==> config.mk <==
export PLATFORM = sky130hd
export DESIGN_NAME = small_matrix_multiply_gf256_or_mod256_unit
export DESIGN_NICKNAME = d
export VERILOG_FILES = /design/src/smmgf_pkg.sv /design/src/small_matrix_multiply_gf256_or_mod256_unit.sv
export SDC_FILE = /design/constraint.sdc
export NUM_CORES = 1
export LEC_CHECK = 0
export BUFFER_PORTS_ARGS = -buffer_cell sky130_fd_sc_hd__buf_2
export CORE_ASPECT_RATIO = 0.8
export CORE_MARGIN = 4
export CORE_UTILIZATION = 28
export DETAILED_ROUTE_END_ITERATION = 7
export GPL_TIMING_DRIVEN = 0
export PLACE_DENSITY_LB_ADDON = 0.05
export SYNTH_ARGS = -nofsm -noshare
export SYNTH_HDL_FRONTEND = slang
export SYNTH_SLANG_ARGS = --single-unit
==> constraint.sdc <==
create_clock -name clk -period 9.1 [get_ports clk]
set_input_delay 1.82 -clock clk [delete_from_list [all_inputs] [get_ports clk]]
set_output_delay 1.82 -clock clk [all_outputs]
set_load 0.01 [all_outputs]
==> src/smmgf_pkg.sv <==
`timescale 1ns / 1ps
`default_nettype none

package smmgf_pkg;

  localparam int ElemW = 8;

  typedef logic [ElemW-1:0] elem_t;

  typedef enum logic [3:0] {
    S_LOAD = 4'b0001,
    S_CALC = 4'b0010,
    S_DONE = 4'b0100,
    S_EMIT = 4'b1000
  } state_t;

  localparam elem_t GfLowPoly = 8'h1D;

  function automatic elem_t gf_mul(input elem_t x, input elem_t y);
    elem_t acc;
    elem_t xv;
    acc = '0;
    xv  = x;
    for (int b = 0; b < ElemW; b++) begin
      if (y[b]) begin
        acc = acc ^ xv;
      end
      xv = xv[ElemW-1] ? ((xv << 1) ^ GfLowPoly) : (xv << 1);
    end
    return acc;
  endfunction

endpackage

`default_nettype wire

==> src/small_matrix_multiply_gf256_or_mod256_unit.sv <==
`timescale 1ns / 1ps
`default_nettype none

// Channel  Direction  Ports                      Contents
// in       slave      in_tvalid/tready/tdata     a, b, initial elements (row-major)
// out      master     out_tvalid/tready/tdata    product element, tlast on the final one
// cfg      write      cfg_we/cfg_wdata           galois_mode (reset 1)
//
// Loading takes a word whenever one is offered; the unit holds in_tready low from the
// completing word until the final result word is taken.
// Each result element reads the A/B/R memories into the one shared MAC in S_CALC,
// takes its last product and write-back in S_DONE, and is output in S_EMIT.
// Reset (synchronous, active low) returns to loading with an empty count.
// Output stalls hold the result register and pause the computation.

module small_matrix_multiply_gf256_or_mod256_unit #(
  parameter int MATRIX_SIZE = 4
) (
  input  wire logic        clk,
  input  wire logic        rst_n,
  input  wire logic        in_tvalid,
  output logic             in_tready,
  input  wire logic [23:0] in_tdata,   // a_element, b_element, initial_element
  output logic             out_tvalid,
  input  wire logic        out_tready,
  output logic [7:0]       out_tdata,  // product_element
  output logic             out_tlast,
  input  wire logic        cfg_we,
  input  wire logic        cfg_wdata   // galois_mode
);

  localparam int Elems = MATRIX_SIZE * MATRIX_SIZE;
  localparam int IdxW  = (Elems > 1) ? $clog2(Elems) : 1;
  localparam int KW    = (MATRIX_SIZE > 1) ? $clog2(MATRIX_SIZE) : 1;
  localparam logic [IdxW-1:0] LastIdx = IdxW'(Elems - 1);
  localparam logic [KW-1:0]   LastK   = KW'(MATRIX_SIZE - 1);

  smmgf_pkg::state_t state_r, state_nxt;

  logic                   mode_r;
  logic [IdxW-1:0]        load_cnt_r, load_cnt_nxt;
  logic [KW-1:0]          row_r, row_nxt;
  logic [KW-1:0]          col_r, col_nxt;
  logic [KW-1:0]          k_r, k_nxt;
  logic                   rd_vld_r;
  logic                   rd_first_r;
  smmgf_pkg::elem_t       acc_r;
  smmgf_pkg::elem_t       out_data_r;
  logic                   out_vld_r, out_vld_nxt;
  logic                   out_last_r;

  smmgf_pkg::elem_t       left_mem  [Elems];
  smmgf_pkg::elem_t       right_mem [Elems];
  smmgf_pkg::elem_t       accum_mem [Elems];
  smmgf_pkg::elem_t       a_rd_r, b_rd_r, r_rd_r;

  logic                   in_fire;
  logic                   out_fire;
  logic                   issue;
  logic                   last_elem;
  logic [IdxW-1:0]        a_addr, b_addr, r_addr;
  logic [IdxW-1:0]        acc_wr_addr;
  logic                   acc_we;
  smmgf_pkg::elem_t       acc_wdata;
  smmgf_pkg::elem_t       acc_base;
  smmgf_pkg::elem_t       int_prod;
  smmgf_pkg::elem_t       mac_val;
  logic [15:0]            int_full;

  assign in_tready  = (state_r == smmgf_pkg::S_LOAD);
  assign in_fire    = in_tvalid && in_tready;
  assign out_tvalid = out_vld_r;
  assign out_tdata  = out_data_r;
  assign out_tlast  = out_last_r;
  assign out_fire   = out_vld_r && out_tready;
  assign issue      = (state_r == smmgf_pkg::S_CALC);
  assign last_elem  = (row_r == LastK) && (col_r == LastK);

  assign a_addr = IdxW'(int'(row_r) * MATRIX_SIZE + int'(k_r));
  assign b_addr = IdxW'(int'(k_r) * MATRIX_SIZE + int'(col_r));
  assign r_addr = IdxW'(int'(row_r) * MATRIX_SIZE + int'(col_r));

  // accumulator memory: no read whose data is used overlaps a write
  assign acc_we      = in_fire || (state_r == smmgf_pkg::S_DONE);
  assign acc_wr_addr = in_fire ? load_cnt_r : r_addr;
  assign acc_wdata   = in_fire ? in_tdata[23:16] : mac_val;

  assign int_full = {8'd0, a_rd_r} * {8'd0, b_rd_r};
  assign int_prod = int_full[7:0];
  assign acc_base = rd_first_r ? r_rd_r : acc_r;
  assign mac_val  = mode_r ? (acc_base ^ smmgf_pkg::gf_mul(a_rd_r, b_rd_r))
                           : (acc_base + int_prod);

  always_ff @(posedge clk) begin
    if (in_fire) begin
      left_mem[load_cnt_r]  <= in_tdata[7:0];
      right_mem[load_cnt_r] <= in_tdata[15:8];
    end
    if (acc_we) begin
      accum_mem[acc_wr_addr] <= acc_wdata;
    end
    a_rd_r <= left_mem[a_addr];
    b_rd_r <= right_mem[b_addr];
    r_rd_r <= accum_mem[r_addr];
  end

  always_comb begin
    state_nxt    = state_r;
    load_cnt_nxt = load_cnt_r;
    row_nxt      = row_r;
    col_nxt      = col_r;
    k_nxt        = k_r;
    out_vld_nxt  = out_vld_r;
    unique case (state_r)
      smmgf_pkg::S_LOAD: begin
        if (in_fire) begin
          if (load_cnt_r == LastIdx) begin
            load_cnt_nxt = '0;
            row_nxt      = '0;
            col_nxt      = '0;
            k_nxt        = '0;
            state_nxt    = smmgf_pkg::S_CALC;
          end else begin
            load_cnt_nxt = load_cnt_r + 1'b1;
          end
        end
      end
      smmgf_pkg::S_CALC: begin
        if (k_r == LastK) begin
          k_nxt     = '0;
          state_nxt = smmgf_pkg::S_DONE;
        end else begin
          k_nxt = k_r + 1'b1;
        end
      end
      smmgf_pkg::S_DONE: begin
        out_vld_nxt = 1'b1;
        state_nxt   = smmgf_pkg::S_EMIT;
      end
      smmgf_pkg::S_EMIT: begin
        if (out_fire) begin
          out_vld_nxt = 1'b0;
          if (last_elem) begin
            state_nxt = smmgf_pkg::S_LOAD;
          end else begin
            state_nxt = smmgf_pkg::S_CALC;
            if (col_r == LastK) begin
              col_nxt = '0;
              row_nxt = row_r + 1'b1;
            end else begin
              col_nxt = col_r + 1'b1;
            end
          end
        end
      end
      default: begin
        state_nxt = smmgf_pkg::S_LOAD;
      end
    endcase
  end

  always_ff @(posedge clk) begin
    if (!rst_n) begin
      state_r    <= smmgf_pkg::S_LOAD;
      mode_r     <= 1'b1;
      load_cnt_r <= '0;
      row_r      <= '0;
      col_r      <= '0;
      k_r        <= '0;
      rd_vld_r   <= 1'b0;
      rd_first_r <= 1'b0;
      out_vld_r  <= 1'b0;
    end else begin
      state_r    <= state_nxt;
      load_cnt_r <= load_cnt_nxt;
      row_r      <= row_nxt;
      col_r      <= col_nxt;
      k_r        <= k_nxt;
      rd_vld_r   <= issue;
      rd_first_r <= issue && (k_r == '0);
      out_vld_r  <= out_vld_nxt;
      if (cfg_we) begin
        mode_r <= cfg_wdata;
      end
    end
  end

  always_ff @(posedge clk) begin
    if (rd_vld_r) begin
      acc_r <= mac_val;
    end
    if (state_r == smmgf_pkg::S_DONE) begin
      out_data_r <= mac_val;
      out_last_r <= last_elem;
    end
  end

  assert property (@(posedge clk) disable iff (!rst_n)
    !(in_tready && out_vld_r))
    else $error("input accepted while a result is pending");

  assert property (@(posedge clk) disable iff (!rst_n)
    rd_vld_r |-> $past(state_r == smmgf_pkg::S_CALC))
    else $error("read data valid without an issued read");

  assert property (@(posedge clk) disable iff (!rst_n)
    (state_r == smmgf_pkg::S_DONE) |-> rd_vld_r)
    else $error("element finished without its last product");

  assert property (@(posedge clk) disable iff (!rst_n)
    (out_fire && out_last_r) |=> (in_tready && load_cnt_r == '0))
    else $error("frame end did not return to loading");

  assert property (@(posedge clk) disable iff (!rst_n)
    (state_r != smmgf_pkg::S_LOAD) |-> (load_cnt_r == '0))
    else $error("load count nonzero outside loading");

endmodule

`default_nettype wire

==> results of run 1 <==
[layer usage]
metal,GRT usage (%),vias up
met5,0,-
met1,23.1,5073
li1,-,4327
met4,3.41,2
met2,21.6,165
met3,2.66,65
[layout make-up]
class | count | area, um^2
buffer | 55 | 270
clock buffer | 69 | 1380
clock inverter | 24 | 164
fill | 6472 | 45200
inverter | 34 | 128
multi-input combinational | 527 | 5950
sequential | 443 | 12900
tap | 913 | 1140
timing repair buffer | 57 | 408
[how the worst max path moves through the flow]
stage	start	endpoint	slack, ps	depth (start not counted)
2_1_floorplan	a_rd_r[5]	accum_mem[0][7]	4050	14
6_report	b_rd_r[1]	accum_mem[0][7]	3650	14
5_1_grt	b_rd_r[1]	accum_mem[0][7]	3330	14
3_5_place_dp	b_rd_r[1]	accum_mem[4][7]	3610	14
3_3_place_gp	b_rd_r[1]	accum_mem[12][7]	2340	13
4_1_cts	b_rd_r[1]	accum_mem[0][7]	3560	14
[power by group]
part | internal, W | switching (W) | leakage (nW)
Clock | 0.00109 | 0.000821 | 0.758
Sequential | 0.00241 | 0.0000240 | 3.97
Combinational | 0.000362 | 0.000588 | 2.52
Total | 0.00385 | 0.00143 | 7.25
[cell usage in the layout (no fill, tap or decap), types with 14 or more instances in the layout]
cell / netlist / layout
edfxtp_1: 401 / 401
clkbuf_1: 34 / 50
xnor2_1: 59 / 59
fa_1: 14 / 14
mux4_2: 120 / 120
buf_2: 8 / 48
inv_1: 32 / 32
clkbuf_16: 0 / 52
ha_1: 29 / 29
xor2_1: 20 / 20
buf_6: 6 / 16
a21oi_1: 14 / 14
dfxtp_1: 42 / 42
nor2_1: 48 / 37
nand2_1: 86 / 86
[cell families (layout without fill, tap and decap cells)]
logic type / after synthesis / in the layout / synth area share [%]
AND/OR/NAND/NOR: 195 / 195 / 4.69
XOR/XNOR: 97 / 97 / 5.60
adder cells (fa/ha/maj): 43 / 43 / 3.36
AO/OA/AOI/OAI: 55 / 55 / 1.86
flip-flops: 443 / 443 / 67.3
buffers and inverters: 89 / 239 / 2.08
multiplexers: 137 / 137 / 15.1
[Yosys cell counts, drive strengths merged, types with 9 or more instances]
master and instances:
xnor2 63, nor2 48, xnor3 9, fa 14, a21oi 14, dfxtp 42, mux4 120, nand2 87
clkbuf 35, buf 20, nor2b 10, nor3 12, inv 34, edfxtp 401, ha 29, o21ai 12
xor2 24, and2 13, mux2 10
[registers in the layout, summed over array words and instances, names as in the netlist, 2 cells and up]
name	cells
col_r	2
acc_r	8
r_rd_r	8
k_r	2
load_cnt_r	4
b_rd_r	8
left_mem	128
right_mem	128
row_r	2
out_tdata	8
a_rd_r	8
accum_mem	128
state_r	4
[stage by stage]
step / power [W] / hold slack, ps
final: 0.00529 / 584
after floorplan: 0.00306 / 500
after CTS: 0.00538 / 581
after global routing: 0.00556 / 626
after detailed placement: 0.00345 / 573
after global placement: 0.00343 / 562
[worst reg2reg max path: cells and delay by family, from the launching register on]
| kind | cells | cell delay [ps] |
|---|---|---|
| simple gates | 4 | 910 |
| buf+inv | 3 | 770 |
| compound gates | 1 | 200 |
| flops | 1 | 540 |
| xor+xnor | 1 | 450 |
| fa+ha+maj | 5 | 2400 |
==> impl_metrics.csv, run 1 <==
group,metric,value,unit
outcome,status,"completed",
logic_synthesis,yosys_register_bits,443,
final_layout,fin_cells,2122,
logic_synthesis,yosys.area.top_type,"edfxtp_1",
clock_network,clock_path_buffers,3,
setup_path,cpMostUsedCell,"fa_1",
place,place_hpwl,36.2,mm
final_layout,fin_area,22300,um^2
setup_path,worstPathArrival,5870,ps
timing,fin_skew,24.9,ps
setup_path,cp_cell_sequence,"clkbuf_1 > nand2_1 > fa_1 > fa_1 > inv_1 > fa_1 > fa_1 > ha_1 > a21oi_1 > xnor3_1 > or2_2 > and3_1 > nor3_2 > buf_6",
clock_network,hold_buffers,0,
route,wire_per_inst,25.2,um
job,cap_violations,0,
setup_path,cp_max_fo,16,
timing,worstMarginPinSlew,1220,ps
setup_path,r2r_end,"accum_mem[0][7]",
logic_synthesis,synth_edf_count,401,
timing,fin_crit,5450,ps
pwr,p_leak,7.25,nW
route,dr_total_vias,9632,
place,numPortBuffers,40,
setup_path,crit_family,"adder cells",
floorplan,rows,85,
clock_network,clockRootBuffer,"clkbuf_16",
global_routing,overflow,0,
route,wl_met2,22.9,mm
floorplan,ios,41,
clock_network,clock_latency,590,ps
pwr,power_density,237,nW/um^2
route,first_pass_iters,5,
floorplan,start_util,28.3,%
worst_hold_path,hold_class,"register to register",
clock_network,clkTransAtPathRegs,60,ps
worst_hold_path,worstHoldStart,"load_cnt_r[1]",
clock_network,cts_buffers,50,
route,vias_per_cell,4.54,
timing,slew_headroom,18.7,%
place,postPlaceCellArea,20800,um^2
clock_network,cts_resized,0,
pwr,vdd_ir_drop_max,122,uV
worst_hold_path,min_path_cells,2,
logic_synthesis,synth_cell_types,57,
setup_path,worstRegToRegCells,14,
logic_synthesis,netlist.area_leader.share,62.9,%
logic_synthesis,ys_seq_area_share,67.3,%
setup_path,rr_startpoint,"b_rd_r[1]",
setup_path,slowest_delay,550,ps
logic_synthesis,synthCells,1059,
global_routing,antenna_found_initial,1,
setup_path,worst_path_max_delay_cell,"fa_1",
final_layout,diodes,0,
clock_network,h-tree-depth,2,
final_layout,nets,1241,
timing,period_share,59.9,%
route,highest_layer,"met5",
setup_path,regToRegSetupSlack,3650,ps
timing,finalHoldViolCount,0,
clock_network,postCtsSetupBuffers,0,
timing,timing_max_transition_violations_final,0,
route,drc,0,
logic_synthesis,synth_nets,1132,
setup_path,crit_required,9520,ps
final_layout,fin_util,33.1,%
route,wl_met3,2.04,mm
global_routing,grt_pass1_wl,77.3,mm
global_routing,grt_pass1_vias,10300,
setup_path,path_buf_inv,3,
setup_path,start_kind,"register",
route,wirelength_met1,27.7,mm
timing,rsz0062_at_grt,"no",
place,place_ws,3610,ps
global_routing,grt_max_degree,19,
logic_synthesis,mappedNetlistArea,19100,um^2
floorplan,die_h,242,um
timing,fin_tns_setup,0,ps
place,routabilityCongestion,0.733,
timing,finalSetupViolations,0,
worst_hold_path,hold_end,"load_cnt_r[1]",
timing,fmax,183,MHz
setup_path,crit_type,"register to register",
global_routing,grt.total_usage,14.9,%
setup_path,end_kind,"register",
logic_synthesis,ys.flop_type,"edfxtp_1",
final_layout,areaGrowthSynthToFinish,16.6,%
route,drtAntennaViolNets,0,
route,wirelength,53.6,mm
floorplan,die_x,300,um
final_layout,drive_above_1_share,25.6,%
floorplan,core_area,67500,um^2
floorplan,die-area,72600,um^2
clock_network,cts_tree,"yes",
timing,timing.final.ws_setup,3650,ps
route,first_iter_violations,670,
place,place_inst,2029,
logic_synthesis,async_flop_share,0,%
logic_synthesis,yosys-top-cells-area,"edfxtp_1 (63%), mux4_2 (14%), dfxtp_1 (4.4%), xnor2_1 (2.7%), ha_1 (1.9%)",
logic_synthesis,yosysWarnings,0,
logic_synthesis,syn_avg_cell_area,18.1,um^2
clock_network,cts.sinks,443,
Note: power is estimated with default switching activity, not from simulation.
==> run 2: changes to the inputs <==
--- a/config.mk
+++ b/config.mk
@@ -5,6 +5,7 @@
 export SDC_FILE = /design/constraint.sdc
 export NUM_CORES = 1
 export LEC_CHECK = 0
+export ABC_AREA = 1
 export BUFFER_PORTS_ARGS = -buffer_cell sky130_fd_sc_hd__buf_2
 export CORE_ASPECT_RATIO = 0.8
 export CORE_MARGIN = 4
==> constraint.sdc (replaced) <==
create_clock -name clk -period 4.9 [get_ports clk]
set_input_delay 0.98 -clock clk [delete_from_list [all_inputs] [get_ports clk]]
set_output_delay 0.98 -clock clk [all_outputs]
set_load 0.01 [all_outputs]
==> impl_metrics.csv, run 2 <==
group,metric,value,unit
outcome,status,"completed",
route,drtAntennaViolNets,0,
setup_path,start_kind,"register",
logic_synthesis,ys.flop_type,"edfxtp_1",
clock_network,h-tree-depth,2,
clock_network,clkTransAtPathRegs,60,ps
setup_path,path_buf_inv,4,
timing,fin_skew,37.7,ps
job,cap_violations,0,
final_layout,fin_cells,2851,
floorplan,die_x,305,um
timing,finalHoldViolCount,0,
setup_path,crit_type,"register to register",
place,place_inst,2765,
timing,timing_max_transition_violations_final,0,
route,first_pass_iters,7,
place,numPortBuffers,40,
floorplan,die_h,246,um
global_routing,grt_max_degree,18,
logic_synthesis,yosys-top-cells-area,"edfxtp_1 (61%), o21ai_0 (5.4%), nand2_1 (5.3%), nor2_1 (4.9%), dfxtp_1 (4.2%)",
clock_network,cts_buffers,48,
logic_synthesis,synth_nets,1858,
setup_path,worstPathArrival,4870,ps
route,wire_per_inst,25.2,um
setup_path,cpMostUsedCell,"ha_1",
final_layout,most-common-layout-cells,"edfxtp_1 (401), nand2_1 (275), nor2_1 (241)",
setup_path,slowest_delay,460,ps
timing,fin_crit,4570,ps
clock_network,cts_tree,"yes",
timing,period_share,93.2,%
clock_network,clock_latency,590,ps
final_layout,fin_util,33.1,%
floorplan,die-area,75100,um^2
logic_synthesis,synthTopCellsByCount,"edfxtp_1 (401), nand2_1 (279), nor2_1 (256)",
final_layout,largest_registers,"accum_mem x128, left_mem x128, right_mem x128",
clock_network,clockRootBuffer,"clkbuf_16",
global_routing,grt_pass1_vias,13800,
setup_path,cp_max_fo,16,
route,wirelength,72.0,mm
setup_path,crit_required,5200,ps
route,first_iter_violations,1218,
pwr,p_leak,8.22,nW
worst_hold_path,min_path_cells,2,
global_routing,grt.total_usage,18.9,%
floorplan,start_util,28.5,%
route,drc,0,
timing,slew_headroom,16.1,%
logic_synthesis,netlist.area_leader.share,60.8,%
setup_path,cp.depth,20,
timing,fin_tns_setup,0,ps
logic_synthesis,yosys.area.top_type,"edfxtp_1",
clock_network,cts.sinks,443,
logic_synthesis,synth_edf_count,401,
timing,worstMarginPinSlew,1260,ps
route,vias_per_cell,4.92,
logic_synthesis,yosys_register_bits,443,
place,routabilityCongestion,0.801,
logic_synthesis,ys_seq_area_share,65.0,%
setup_path,worstRegToRegCells,20,
logic_synthesis,synth.most_common_cell,"edfxtp_1",
logic_synthesis,syn_avg_cell_area,11.1,um^2
clock_network,clock_path_buffers,3,
floorplan,core_area,69500,um^2
final_layout,areaGrowthSynthToFinish,16.1,%
place,place_hpwl,50.1,mm
timing,finalSetupViolations,0,
route,dr_total_vias,14000,
floorplan,ios,41,
final_layout,seqCellArea,12900,um^2
setup_path,crit_family,"adder cells",
final_layout,final_common_cell,"edfxtp_1",
final_layout,drive_above_1_share,9.92,%
pwr,vdd_ir_drop_max,377,uV
floorplan,rows,86,
global_routing,overflow,0,
global_routing,grt_pass1_wl,102,mm
logic_synthesis,synthCells,1785,
pwr,power_density,688,nW/um^2
setup_path,regToRegSetupSlack,330,ps
global_routing,antenna_found_initial,1,
timing,rsz0062_at_grt,"no",
final_layout,multi_input_area,6140,um^2
logic_synthesis,mappedNetlistArea,19800,um^2
setup_path,cp_cell_sequence,"buf_4 > nand2_1 > xor2_1 > ha_1 > o21bai_1 > ha_1 > ha_1 > inv_1 > fa_1 > inv_1 > ha_1 > inv_1 > fa_1 > o21ai_0 > a21oi_1 > xor2_1 > nand3b_1 > nand3_1 > nand3_2 > nand2_4",
final_layout,nets,1964,
worst_hold_path,hold_class,"register to register",
logic_synthesis,synth_cell_types,44,
setup_path,end_kind,"register",
setup_path,worst_path_max_delay_cell,"fa_1",
logic_synthesis,async_flop_share,0,%
logic_synthesis,yosysWarnings,0,
timing,fmax,219,MHz
final_layout,n_fill_cell,7156,
run 2: changes by cell type after synthesis, sizes merged, moves of 37 or more:
| cell | delta |
|---|---|
| o221ai | +69 |
| nand3 | +81 |
| nand2 | +205 |
| mux4 | -120 |
| nor2 | +209 |
| o21ai | +207 |
| clkbuf | +41 |
| xnor2 | -37 |
| inv | +85 |
run 2: worst paths after layout:
path	startpoint	end
worst max-delay path	b_rd_r[0]	accum_mem[6][7]
worst min-delay path	out_tvalid	out_tvalid
worst max register to register	b_rd_r[0]	accum_mem[6][7]
worst min register to register	out_tvalid	out_tvalid
run 2: report_power, final:
group | switching (W) | internal, W | total [W] | leakage (nW)
logic | 0.00504 | 0.00223 | 0.00727 | 3.53
clock network | 0.00153 | 0.00194 | 0.00347 | 0.714
registers | 0.000127 | 0.00497 | 0.00510 | 3.98
total | 0.00669 | 0.00915 | 0.0158 | 8.22
run 2: repair_timing:
action,4_1_cts,5_1_grt
setup endpoints to repair,34,50
setup buffers,0,0
gates resized for setup,4,10
pin swaps,0,1
hold buffers,0,0
endpoints found under the hold margin,0,0
run 2: area by class of cell:
cell class,instances,area share [%]
Sequential cell,443,56.0
Buffer,99,1.93
Clock buffer,64,5.57
Antenna cell,2,0.0218
Tap cell,924,5.03
Multi-Input combinational cell,1122,26.7
Clock inverter,20,0.751
Timing Repair Buffer,56,2.03
Inverter,121,1.97
run 2: routing by layer:
metal / wire length, um / track usage (%) / vias to the layer above
met5: 0 / 0 / -
met2: 31300 / 28.9 / 406
met3: 4390 / 2.85 / 92
li1: - / - / 6543
met4: 1610 / 4.64 / 0
met1: 34700 / 28.1 / 6981
run 2: logic make-up (layout without fill, tap and decap cells):
group                    count (synthesis)  in the layout  share of synthesized area (%)
buffers and inverters                  220            360                           4.50
adder cells (fa/ha/maj)                 43             43                           3.25
AO/OA/AOI/OAI                          376            376                           11.5
flip-flops                             443            443                           65.0
XOR/XNOR                                42             42                           1.97
AND/OR/NAND/NOR                        658            658                           13.6
other                                    0              2                              0
multiplexers                             3              3                          0.171
run 2: worst min-delay path, stage by stage (launching register included):
cell and delay (ps):
dfxtp_1 360, o21ai_0 90, a21oi_1 60
run 2: through the flow:
stage / area, um^2 / power [W] / worst slack [ps] / hold WS [ps]
6_report: 23000 / 0.0158 / 334 / 561
5_1_grt: 23000 / 0.0171 / 18.6 / 602
4_1_cts: 23000 / 0.0160 / 18.4 / 550
3_5_place_dp: 21500 / 0.0124 / -475 / 541
3_3_place_gp: 21200 / 0.0124 / -696 / 551
2_1_floorplan: 19800 / 0.00982 / 726 / 505
